`src/hdl/edd_pkg.sv`:
```
// Shared types, constants and helper functions of the error diffusion dither core.
`timescale 1ns / 1ps

package edd_pkg;

    // Line store geometry
    localparam int LINE_MAX = 1024;
    localparam int COL_W    = $clog2(LINE_MAX);

    // Field and register widths
    localparam int LUMA_W = 12;
    localparam int LW_W   = 11;
    localparam int FH_W   = 12;
    localparam int ROW_W  = 12;
    localparam int CFG_IDX_W  = 2;
    localparam int CFG_DATA_W = 12;

    // Width used to compare the line width against the store depth
    localparam int CMP_W = (COL_W + 1 > LW_W) ? COL_W + 1 : LW_W;

    // Error arithmetic, all in 1/256 units
    localparam int ERR_W  = 18;
    localparam int SUM_W  = 19;
    localparam int PROD_W = 22;

    localparam logic signed [SUM_W-1:0] THRESH_UNITS = SUM_W'(32768);
    localparam logic signed [SUM_W-1:0] FULL_UNITS   = SUM_W'(65280);

    // Configuration register indexes
    typedef enum logic [CFG_IDX_W-1:0] {
        CFG_LINE_WIDTH   = 2'd0,
        CFG_FRAME_HEIGHT = 2'd1
    } cfg_idx_t;

    typedef logic signed [ERR_W-1:0] err_t;

    // Raster position of the pixel under work
    typedef struct packed {
        logic [COL_W-1:0] col;
        logic             last_col;
        logic             last_row;
    } pos_t;

    // Saturate a one-bit-grown sum back to the error width
    function automatic err_t sat_err(input logic signed [ERR_W:0] v);
        err_t r;
        if (v[ERR_W] != v[ERR_W-1]) begin
            r = v[ERR_W] ? {1'b1, {(ERR_W-1){1'b0}}} : {1'b0, {(ERR_W-1){1'b1}}};
        end else begin
            r = v[ERR_W-1:0];
        end
        return r;
    endfunction

    // (e * w + 8) / 16 with floor, i.e. round to nearest, ties up
    function automatic err_t weigh(input logic signed [SUM_W-1:0] e, input logic [2:0] w);
        logic signed [PROD_W-1:0] p;
        p = PROD_W'(e) * $signed({1'b0, w}) + PROD_W'(8);
        return p[PROD_W-1:4];
    endfunction

endpackage

```
`src/hdl/edd_raster.sv`:
```
// Raster position tracking: column and row counters with width and height clamping.
`timescale 1ns / 1ps

module edd_raster (
    input  logic                       aclk,
    input  logic                       aresetn,
    input  logic [edd_pkg::LW_W-1:0]   line_width,
    input  logic [edd_pkg::FH_W-1:0]   frame_height,
    input  logic                       advance,
    output edd_pkg::pos_t              pos,
    output logic [edd_pkg::COL_W-1:0]  next_col
);

    logic [edd_pkg::COL_W-1:0] column_count_reg, column_count_next;
    logic [edd_pkg::ROW_W-1:0] row_count_reg, row_count_next;
    logic [edd_pkg::CMP_W-1:0] lw_ext, lw_eff;
    logic [edd_pkg::COL_W-1:0] wm1;
    logic [edd_pkg::FH_W-1:0]  hm1;

    // Effective width: zero acts as one, above the store depth acts as the depth
    always_comb begin
        lw_ext = edd_pkg::CMP_W'(line_width);
        if (lw_ext == '0) begin
            lw_eff = edd_pkg::CMP_W'(1);
        end else if (lw_ext > edd_pkg::CMP_W'(edd_pkg::LINE_MAX)) begin
            lw_eff = edd_pkg::CMP_W'(edd_pkg::LINE_MAX);
        end else begin
            lw_eff = lw_ext;
        end
        wm1 = edd_pkg::COL_W'(lw_eff - edd_pkg::CMP_W'(1));
        hm1 = (frame_height == '0) ? '0 : frame_height - 1'b1;
    end

    // Position of the current pixel
    always_comb begin
        pos.col      = (column_count_reg > wm1) ? wm1 : column_count_reg;
        pos.last_col = (column_count_reg >= wm1);
        pos.last_row = (row_count_reg >= hm1);
        next_col     = pos.last_col ? '0 : pos.col + 1'b1;
    end

    // Counter update
    always_comb begin
        column_count_next = column_count_reg;
        row_count_next    = row_count_reg;
        if (advance) begin
            column_count_next = next_col;
            if (pos.last_col) begin
                row_count_next = pos.last_row ? '0 : row_count_reg + 1'b1;
            end
        end
    end

    always_ff @(posedge aclk) begin
        if (!aresetn) begin
            column_count_reg <= '0;
            row_count_reg    <= '0;
        end else begin
            column_count_reg <= column_count_next;
            row_count_reg    <= row_count_next;
        end
    end

endmodule

```
`config.mk`:
```
export PLATFORM = sky130hd
export DESIGN_NAME = edd_raster
export DESIGN_NICKNAME = d
export VERILOG_FILES = /design/src/hdl/edd_pkg.sv /design/src/hdl/edd_raster.sv
export SDC_FILE = /design/constraint.sdc
export NUM_CORES = 1
export LEC_CHECK = 0
export ABC_AREA = 1
export BUFFER_PORTS_ARGS = -buffer_cell sky130_fd_sc_hd__buf_4
export CORE_MARGIN = 1
export CORE_UTILIZATION = 55
export CTS_BUF_LIST = sky130_fd_sc_hd__clkbuf_16
export DETAILED_ROUTE_END_ITERATION = 16
export PLACE_DENSITY = 0.82
export SYNTH_ARGS = -nofsm -noshare
export SYNTH_HDL_FRONTEND = slang
export SYNTH_SLANG_ARGS = --single-unit
```
`constraint.sdc`:
```
create_clock -name aclk -period 6.1 [get_ports aclk]
set_input_delay 1.22 -clock aclk [delete_from_list [all_inputs] [get_ports aclk]]
set_output_delay 1.22 -clock aclk [all_outputs]
set_load 0.01 [all_outputs]
```
==> metrics.md <==
| Metric | Value |
|---|---|
| Status | `complete, no violations` |
| Post-synthesis sequential element count | `22` |
| Fin Clk Skew | `4.04 ps` |
| WP data arrival | `between 4000 and 5000 ps` |
| Lkg Pwr | `0.00167 uW` |
| Count leader, synth | `nand2_1` |
| Part of the cycle the worst path needs | `0.955` |
| Total Routing Usage GR | `0.264` |
| IO Pins | `48` |
| Detailed placement HPWL | `between 4000 and 5000 um` |
| First-pass GRT wire length | `between 10000 and 15000 um` |
| Syn nets | `454` |
| Worst hold slack | `532 ps` |
| Min Tclk post-route | `5820 ps` |
| Final Instance Area | `roughly 3100 sq um` |
| Yosys top cell by area | `dfxtp_1` |
| Fmax | `172 MHz` |
| Total Die Area | `4800 sq um` |
| DP Area | `2910 sq um` |
| Routed WL | `6390 um` |
| Via density | `5.41` |
| Post-route antenna net violation count | `0` |
| Power per cell area | `221 nW/um^2` |
| Crit end category | `output pin` |
| PortBufs | `47` |
| Share of layout cells above drive strength 1 | `0.229` |
| FFs w/ async S/R, synth | `0` |
| Die Y | `69.3 um` |
| WL/cell | `12.6 um` |
| Crit path required time | `4880 ps` |
| Final setup fails | `0` |
| Power Total | `686 uW` |
| Seq/Total Area, Yosys | `0.177` |
| Netlist cell types | `42` |
| Post-place setup slack | `roughly 120 ps` |
| CTS tree | `built` |
| Clk sink count | `22` |
| Critical path fanouts, max | `10` |
| Syn avg cell area | `6.20 sq um` |
| Syn Inst Count | `roughly 400` |
| Max-slew violations | `0` |
| NumNets Final | `~510` |
| Clock latency on the worst-skew pair | `approximately 260 ps` |
| CTS root buf | `clkbuf_16` |
| Via count | `2742` |
| Final setup margin | `roughly 280 ps` |
| Vias in the first global route | `around 2500` |
| Die boundary width | `69.3 um` |
| Drt pass-1 iters | `5` |
| Ys Warns | `0` |
| Post-synth top cells | `92 x nand2_1, 57 x inv_1, 45 x nor2_1` |
| Ant. Diodes | `0` |
| Crit Path Category | `primary input to output pin` |
| CP startpoint kind | `primary input` |
| # DRC | `0` |
| # rows | `24` |
| Post-synth EDFFs | `0` |
| Tightest Hold Check Type | `register to register` |
| R2R cell count | `14` |
| Gr ovfl total | `0` |
| Slew headroom | `0.693` |
| DRT iter0 DRCs | `127` |
| Synth Flop Type | `dfxtp_1` |
| Core Area | `4350 sq um` |
| Hold Buf Count CTS | `0` |
| Area growth, synth to finish | `24.8%` |
| Clock buffer depth | `2` |
| Largest net degree at the start of global routing | `22` |
| Yosys top cell area share | `0.177` |
| Starting Density | `0.572` |
| Fin. Hold Viols | `0` |
| Synth area leaders | `dfxtp_1 18%, nand2_1 14%, ha_1 13%, inv_1 8.6%, nand3_1 8.0%` |
| Synth Cell Area | `2490 sq um` |
| Max reg flops | `12` |
| Worst-path clk slew | `roughly 60 ps` |
| Antenna violations before repair | `0` |
| IR drop worst, VDD | `roughly 0.19 mV` |
| MaxCap Viol Count | `0` |
| Hold path cells | `2` |
| CTS Buf Count | `3` |
| Depth of the CTS H-tree | `1` |
| Final GP Congestion | `around 0.98` |
| Worst-Margin Slew | `454 ps` |
-- cells in the final DEF, fill, tap and decap left out, drive strengths merged, types with 2 or more instances in the layout --
| master | count |
|---|---|
| nand2 | 103 |
| inv | 59 |
| buf | 55 |
| nor2 | 52 |
| nand3 | 43 |
| ha | 26 |
| dfxtp | 22 |
| a21oi | 21 |
| o21ai | 20 |
| or2 | 9 |
| nand4 | 8 |
| xor2 | 6 |
| a21boi | 5 |
| o41ai | 4 |
| nor3 | 4 |
| o21bai | 3 |
| clkbuf | 3 |
| and2 | 2 |
| a211oi | 2 |
-- power by group --
group / total (uW) / switching (uW) / internal [uW]
logic: 338 / 198 / 140
clock network: 188 / 57.1 / 130
registers: 160 / 7.89 / 152
total: 686 / 263 / 423
-- critical path, cell delays in order --
cell,delay (ps)
buf_4,130
nor2_1,100
nand2_1,70
nor2_2,130
nand2_2,110
nand2_8,120
nand2_1,80
ha_2,220
nand2_1,80
inv_1,50
nand2_1,50
nand2_1,60
and2_1,140
ha_1,260
nand2_1,70
nor2_2,150
nand4_1,240
o21ai_4,180
buf_4,190
nand2_1,70
nand2_2,140
nand3_1,140
nor2_4,180
nand2_1,90
nand2_1,70
nand3_1,100
inv_1,70
buf_4,110
-- logic make-up (layout without fill, tap and decap cells) --
family	after synthesis	in the layout	share of synthesized area
buffers and inverters	66	119	0.103
and+or+nand+nor	223	223	0.418
adders and majority gates	26	26	0.131
AOI/OAI and AO/OA	58	58	0.147
xor gates and xnor gates	7	7	0.0246
DFF	22	22	0.177
-- timing repair --
action / in CTS / in global routing
setup endpoints to repair: 0 / 8
gates resized for setup: 0 / 17
buffers inserted: 0 / 4
-- routing by layer --
metal	global-route usage	wire [um]
met3	0.0233	333
met4	0.104	154
met2	0.497	3350
met5	0	0
met1	0.303	2560
-- worst paths after layout --
check                           slack, ps                               end                              from
worst max-delay path                  280                       next_col[7]                     line_width[5]
worst max register to register       3550    row_count_reg[11]$_SDFFE_PN0P_  column_count_reg[7]$_SDFFE_PN0P_
worst min-delay path                  530  column_count_reg[0]$_SDFFE_PN0P_  column_count_reg[0]$_SDFFE_PN0P_
worst min register to register        530  column_count_reg[0]$_SDFFE_PN0P_  column_count_reg[0]$_SDFFE_PN0P_
-- through the flow --
step / utilization / TNS (ps) / cells
after detailed placement: 0.668 / 0 / 499
after global routing: 0.714 / -7.48 / 507
after CTS: 0.692 / 0 / 503
after global placement: 0.668 / 0 / 499
final: 0.714 / 0 / 507
after floorplan: - / 0 / 402
-- area by class of cell --
type	count	area (sq um)
clock buffers	3	75.1
well taps	52	65.1
fillers	375	1250
clock inverters	1	30.0
multi-input cells	314	1860
repair buffers	55	417
inverters	60	225
flip-flops and latches	22	440
Power figures use the tool's default switching activity.
