## src/hdl/edd_pkg.sv

```systemverilog
// Shared types, constants and helper functions of the error diffusion dither core.
`timescale 1ns / 1ps

package edd_pkg;

    // Line store geometry
    localparam int LINE_MAX = 1024;
    localparam int COL_W    = $clog2(LINE_MAX);

    // Field and register widths
    localparam int LUMA_W = 12;
    localparam int LW_W   = 11;
    localparam int FH_W   = 12;
    localparam int ROW_W  = 12;
    localparam int CFG_IDX_W  = 2;
    localparam int CFG_DATA_W = 12;

    // Width used to compare the line width against the store depth
    localparam int CMP_W = (COL_W + 1 > LW_W) ? COL_W + 1 : LW_W;

    // Error arithmetic, all in 1/256 units
    localparam int ERR_W  = 18;
    localparam int SUM_W  = 19;
    localparam int PROD_W = 22;

    localparam logic signed [SUM_W-1:0] THRESH_UNITS = SUM_W'(32768);
    localparam logic signed [SUM_W-1:0] FULL_UNITS   = SUM_W'(65280);

    // Configuration register indexes
    typedef enum logic [CFG_IDX_W-1:0] {
        CFG_LINE_WIDTH   = 2'd0,
        CFG_FRAME_HEIGHT = 2'd1
    } cfg_idx_t;

    typedef logic signed [ERR_W-1:0] err_t;

    // Raster position of the pixel under work
    typedef struct packed {
        logic [COL_W-1:0] col;
        logic             last_col;
        logic             last_row;
    } pos_t;

    // Saturate a one-bit-grown sum back to the error width
    function automatic err_t sat_err(input logic signed [ERR_W:0] v);
        err_t r;
        if (v[ERR_W] != v[ERR_W-1]) begin
            r = v[ERR_W] ? {1'b1, {(ERR_W-1){1'b0}}} : {1'b0, {(ERR_W-1){1'b1}}};
        end else begin
            r = v[ERR_W-1:0];
        end
        return r;
    endfunction

    // (e * w + 8) / 16 with floor, i.e. round to nearest, ties up
    function automatic err_t weigh(input logic signed [SUM_W-1:0] e, input logic [2:0] w);
        logic signed [PROD_W-1:0] p;
        p = PROD_W'(e) * $signed({1'b0, w}) + PROD_W'(8);
        return p[PROD_W-1:4];
    endfunction

endpackage

```

## src/hdl/edd_diffuse.sv

```systemverilog
// Threshold and error spreading for one pixel, with the in-row error registers.
`timescale 1ns / 1ps

module edd_diffuse (
    input  logic                        aclk,
    input  logic                        aresetn,
    input  logic                        advance,
    input  logic [edd_pkg::LUMA_W-1:0]  luma,
    input  edd_pkg::err_t               store_err,
    input  edd_pkg::pos_t               pos,
    output logic                        dot,
    output edd_pkg::err_t               left_wr_data,
    output edd_pkg::err_t               tail_wr_data
);

    edd_pkg::err_t right_carry_reg, right_carry_next;
    edd_pkg::err_t below_left_reg, below_left_next;
    edd_pkg::err_t below_reg, below_next;

    edd_pkg::err_t                    pending;
    logic signed [edd_pkg::SUM_W-1:0] sum, err;
    edd_pkg::err_t                    r7, r3, r5, r1, blp_new;

    // Pending error, threshold and residual
    always_comb begin
        pending = edd_pkg::sat_err({right_carry_reg[edd_pkg::ERR_W-1], right_carry_reg}
                                   + {store_err[edd_pkg::ERR_W-1], store_err});
        sum = $signed({{(edd_pkg::SUM_W - edd_pkg::LUMA_W - 4){1'b0}}, luma, 4'b0000})
              + edd_pkg::SUM_W'(pending);
        dot = (sum > edd_pkg::THRESH_UNITS);
        err = dot ? sum - edd_pkg::FULL_UNITS : sum;
    end

    // Weighted terms, dropped at the image edges
    always_comb begin
        r7 = pos.last_col ? '0 : edd_pkg::weigh(err, 3'd7);
        r3 = (pos.last_row || pos.col == '0) ? '0 : edd_pkg::weigh(err, 3'd3);
        r5 = pos.last_row ? '0 : edd_pkg::weigh(err, 3'd5);
        r1 = (pos.last_row || pos.last_col) ? '0 : edd_pkg::weigh(err, 3'd1);

        left_wr_data = edd_pkg::sat_err({below_left_reg[edd_pkg::ERR_W-1], below_left_reg}
                                        + {r3[edd_pkg::ERR_W-1], r3});
        blp_new      = edd_pkg::sat_err({below_reg[edd_pkg::ERR_W-1], below_reg}
                                        + {r5[edd_pkg::ERR_W-1], r5});
        tail_wr_data = blp_new;
    end

    // Error register update; a row end clears them
    always_comb begin
        right_carry_next = right_carry_reg;
        below_left_next  = below_left_reg;
        below_next       = below_reg;
        if (advance) begin
            if (pos.last_col) begin
                right_carry_next = '0;
                below_left_next  = '0;
                below_next       = '0;
            end else begin
                right_carry_next = r7;
                below_left_next  = blp_new;
                below_next       = r1;
            end
        end
    end

    always_ff @(posedge aclk) begin
        if (!aresetn) begin
            right_carry_reg <= '0;
            below_left_reg  <= '0;
            below_reg       <= '0;
        end else begin
            right_carry_reg <= right_carry_next;
            below_left_reg  <= below_left_next;
            below_reg       <= below_next;
        end
    end

endmodule

```

## config.mk

```make
export PLATFORM = sky130hd
export DESIGN_NAME = edd_diffuse
export DESIGN_NICKNAME = d
export VERILOG_FILES = /design/src/hdl/edd_pkg.sv /design/src/hdl/edd_diffuse.sv
export SDC_FILE = /design/constraint.sdc
export NUM_CORES = 1
export LEC_CHECK = 0
export ABC_AREA = 1
export BUFFER_PORTS_ARGS = -buffer_cell sky130_fd_sc_hd__clkbuf_2
export CORE_MARGIN = 3
export CORE_UTILIZATION = 40
export DETAILED_ROUTE_END_ITERATION = 7
export GPL_ROUTABILITY_DRIVEN = 0
export PLACE_DENSITY_LB_ADDON = 0.08
export SYNTH_ARGS = -nofsm -noshare
export SYNTH_HDL_FRONTEND = slang
export SYNTH_SLANG_ARGS = --single-unit
```

## constraint.sdc

```tcl
create_clock -name aclk -period 27 [get_ports aclk]
set_clock_uncertainty 0.15 [all_clocks]
set_input_delay 2.7 -clock aclk [delete_from_list [all_inputs] [get_ports aclk]]
set_output_delay 2.7 -clock aclk [all_outputs]
set_load 0.02 [all_outputs]
```

==> impl_metrics.json <==
{
  "syn-cell-area_um2": 10200,
  "grt_antenna_before_repair": 0,
  "drt_iter0_markers": 632,
  "outcome": "finished, final reports clean",
  "clockRootBuffer": "clkbuf_16",
  "final.setup.tns_ns": 0,
  "cts_sinks": 52,
  "yosysUniqueCellTypes": 57,
  "ioPinCount": 82,
  "nets": 1845,
  "cts_resized": 0,
  "synth_mux_area_share_pct": 0,
  "cpLargestDelayFamily": "simple AND/OR/NAND/NOR gates",
  "antenna_cells": 0,
  "grt_pass1_vias": 9113,
  "critical_path.most_common_cell": "ha_1",
  "path_max_fanout": 21,
  "synth_compound_area_share_pct": 20.3,
  "cts_tree": "done",
  "cts_setup_buffers": 0,
  "portBuffers": 81,
  "drc": 0,
  "worstSkewPairLatency_ns": 0.31,
  "ys.warnings.count": 0,
  "finalSetupViolations": 0,
  "rows": 57,
  "synth_async_sr_flop_share_pct": 0,
  "cts_inserted_buffers": 5,
  "fmax_mhz": 56.2,
  "drive_above_1_share_pct": 10.3,
  "synth_top_family_by_area": "adder cells",
  "tightest_slew_ns": 1.08,
  "arrival_ns": 14.94,
  "synth_xor_area_share_pct": 7.11,
  "start_kind": "input port",
  "synthTopCellsByArea": "ha_1, nand2_1, dfxtp_1, a21oi_1, inv_1",
  "critPathMaxStageDelay_ns": 0.65,
  "required_ns": 24.15,
  "routedWlPerCell_um": 15.1,
  "post-dp-hpwl_mm": 24.0,
  "hp-class": "reg2reg",
  "yosysTopAreaCell": "ha_1",
  "grt_setup_unrepaired": "false",
  "crit_path_end_kind": "output pin",
  "layout_min_cycle_time_ns": 17.79,
  "grt_pass1_wl_mm": 46.9,
  "die-area_um2": 27500,
  "ant_nets": 0,
  "ys_seq_area_share_pct": 10.2,
  "overflow": 0,
  "cts.reportedPaths.clkPinSlew_ns": 0.07,
  "grt_start_max_net_pins": 54,
  "ys.flop_type": "dfxtp_1",
  "floorplan.initialDensity_pct": 41.3,
  "drt_wl_total_mm": 28.5,
  "rr_worst_depth": 61,
  "slowest_stage": "or2_1",
  "via_per_inst": 5.20,
  "cts_htree_levels": 2,
  "holdPathStages": 2,
  "die_height_um": 166,
  "relSlewSlack_pct": 28.0,
  "synth-seq-cells": 52,
  "maxCapViolCount": 0,
  "finalHoldViolCount": 0,
  "synthSimpleGateAreaFrac_pct": 23.3,
  "areaGrowthSynthToFinish_pct": 8.54,
  "drv_slew": 0,
  "firstDrtPassIters": 5,
  "finalCritPeriodShare_pct": 65.9,
  "crit_type": "in2out",
  "synth_top_cell_area_share_pct": 25.4,
  "synthCells": 1499,
  "worst-path-buf-inv": 8,
  "syn_avg_cell_area_um2": 6.80,
  "crit_cells": 61,
  "core_area_um2": 24700,
  "cts.hold.buffers_added": 0,
  "clock_path_buffers": 2,
  "synth_edf_count": 0,
  "r2r_setup_slack_ns": 14.32,
  "syn_nets": 1777,
  "synthAdderAreaFrac_pct": 30.5,
  "grt.total_usage_pct": 20.4,
  "vias": 9835,
  "die_x_um": 166
}
Yosys cell counts, types with 3 or more instances:
cell	n
nor2_1	97
xor2_1	42
ha_1	207
o21ai_2	17
or2_1	4
clkbuf_1	16
nand3_2	5
nor2_2	3
fa_1	26
o211ai_1	3
and2_1	3
nand3b_1	3
a21oi_1	182
a21o_1	5
xor2_4	3
buf_2	4
xor2_2	4
nor4_1	3
nand2_4	3
a31o_2	3
o21bai_1	11
dfxtp_1	52
nand3_1	60
nor3_1	25
a21boi_0	16
inv_1	191
o21ai_1	6
o31ai_1	4
o21ai_0	101
nand4_1	8
clkinv_1	3
nand2_2	11
xnor2_1	24
inv_2	7
a31oi_1	8
nand2_1	312
per-layer routing:
metal | GRT usage [%] | vias up | wire, um | share of wire, %
li1 | - | 5183 | - | -
met1 | 31.3 | 4490 | 15200 | 53
met2 | 31.9 | 150 | 12100 | 42
met3 | 1.76 | 12 | 948 | 3.3
met4 | 2.86 | 0 | 206 | 0.72
met5 | 0 | - | 0 | 0
layout make-up:
cell class                 instances  area, um2
clock buffer                       5        125
clock inverter                     2       12.5
fill                            2666      13600
inverter                         202        763
multi-input combinational       1221       8290
sequential                        52       1040
tap                              324        405
timing repair buffer              85        435
cells in the final DEF (no fill, tap or decap), types with 4 or more instances in the layout:
master       n
a21boi_0    16
nor3_1      25
xor2_2       4
inv_2        7
a21oi_1    182
nor2_2       4
o21bai_1    11
a31oi_1      8
o31ai_1      4
clkbuf_16    5
o21ai_2     17
nand2_2     11
nand4_1      8
ha_1       207
inv_1      191
dfxtp_1     52
xnor2_1     24
o21ai_0    101
fa_1        26
nor2_1      96
or2_1        4
buf_4        4
xor2_1      42
o21ai_1      6
nand2_1    312
a21o_1       5
clkbuf_2    81
nand3_2      5
nand3_1     60
worst min-delay path, stage by stage, from the launching register on:
cell     delay (ns)
dfxtp_1        0.31
nand2_1        0.06
a21oi_1        0.05
per-stage QoR:
stage | utilization, % | hold WS (ns) | setup WS, ns | cell area (um2) | std cells
finish | 44.9 | 0.321 | 9.21 | 11100 | 1891
global route | 44.9 | 0.336 | 8.13 | 11100 | 1891
CTS | 44.9 | 0.321 | 9.43 | 11100 | 1891
detailed placement | 44.3 | 0.310 | 9.45 | 10900 | 1884
global placement | 44.3 | 0.311 | 9.70 | 10900 | 1884
floorplan | - | 0.298 | 11.82 | 10200 | 1499
cell families after synthesis:
kind of cell             after synthesis
AO/OA/AOI/OAI                        368
XOR/XNOR                              73
adder cells (fa/ha/maj)              233
buffers and inverters                226
flip-flops                            52
AND/OR/NAND/NOR                      547
path summary, 6_finish.rpt:
path                 startpoint            endpoint
max                store_err[2]     tail_wr_data[2]
min          right_carry_reg[0]  right_carry_reg[0]
min reg2reg  right_carry_reg[0]  right_carry_reg[0]
max reg2reg  right_carry_reg[2]   below_left_reg[2]
Power is left out: the tool's default activity adds up to more than one toggle a clock period on the data nets, which glitch-free logic cannot reach.
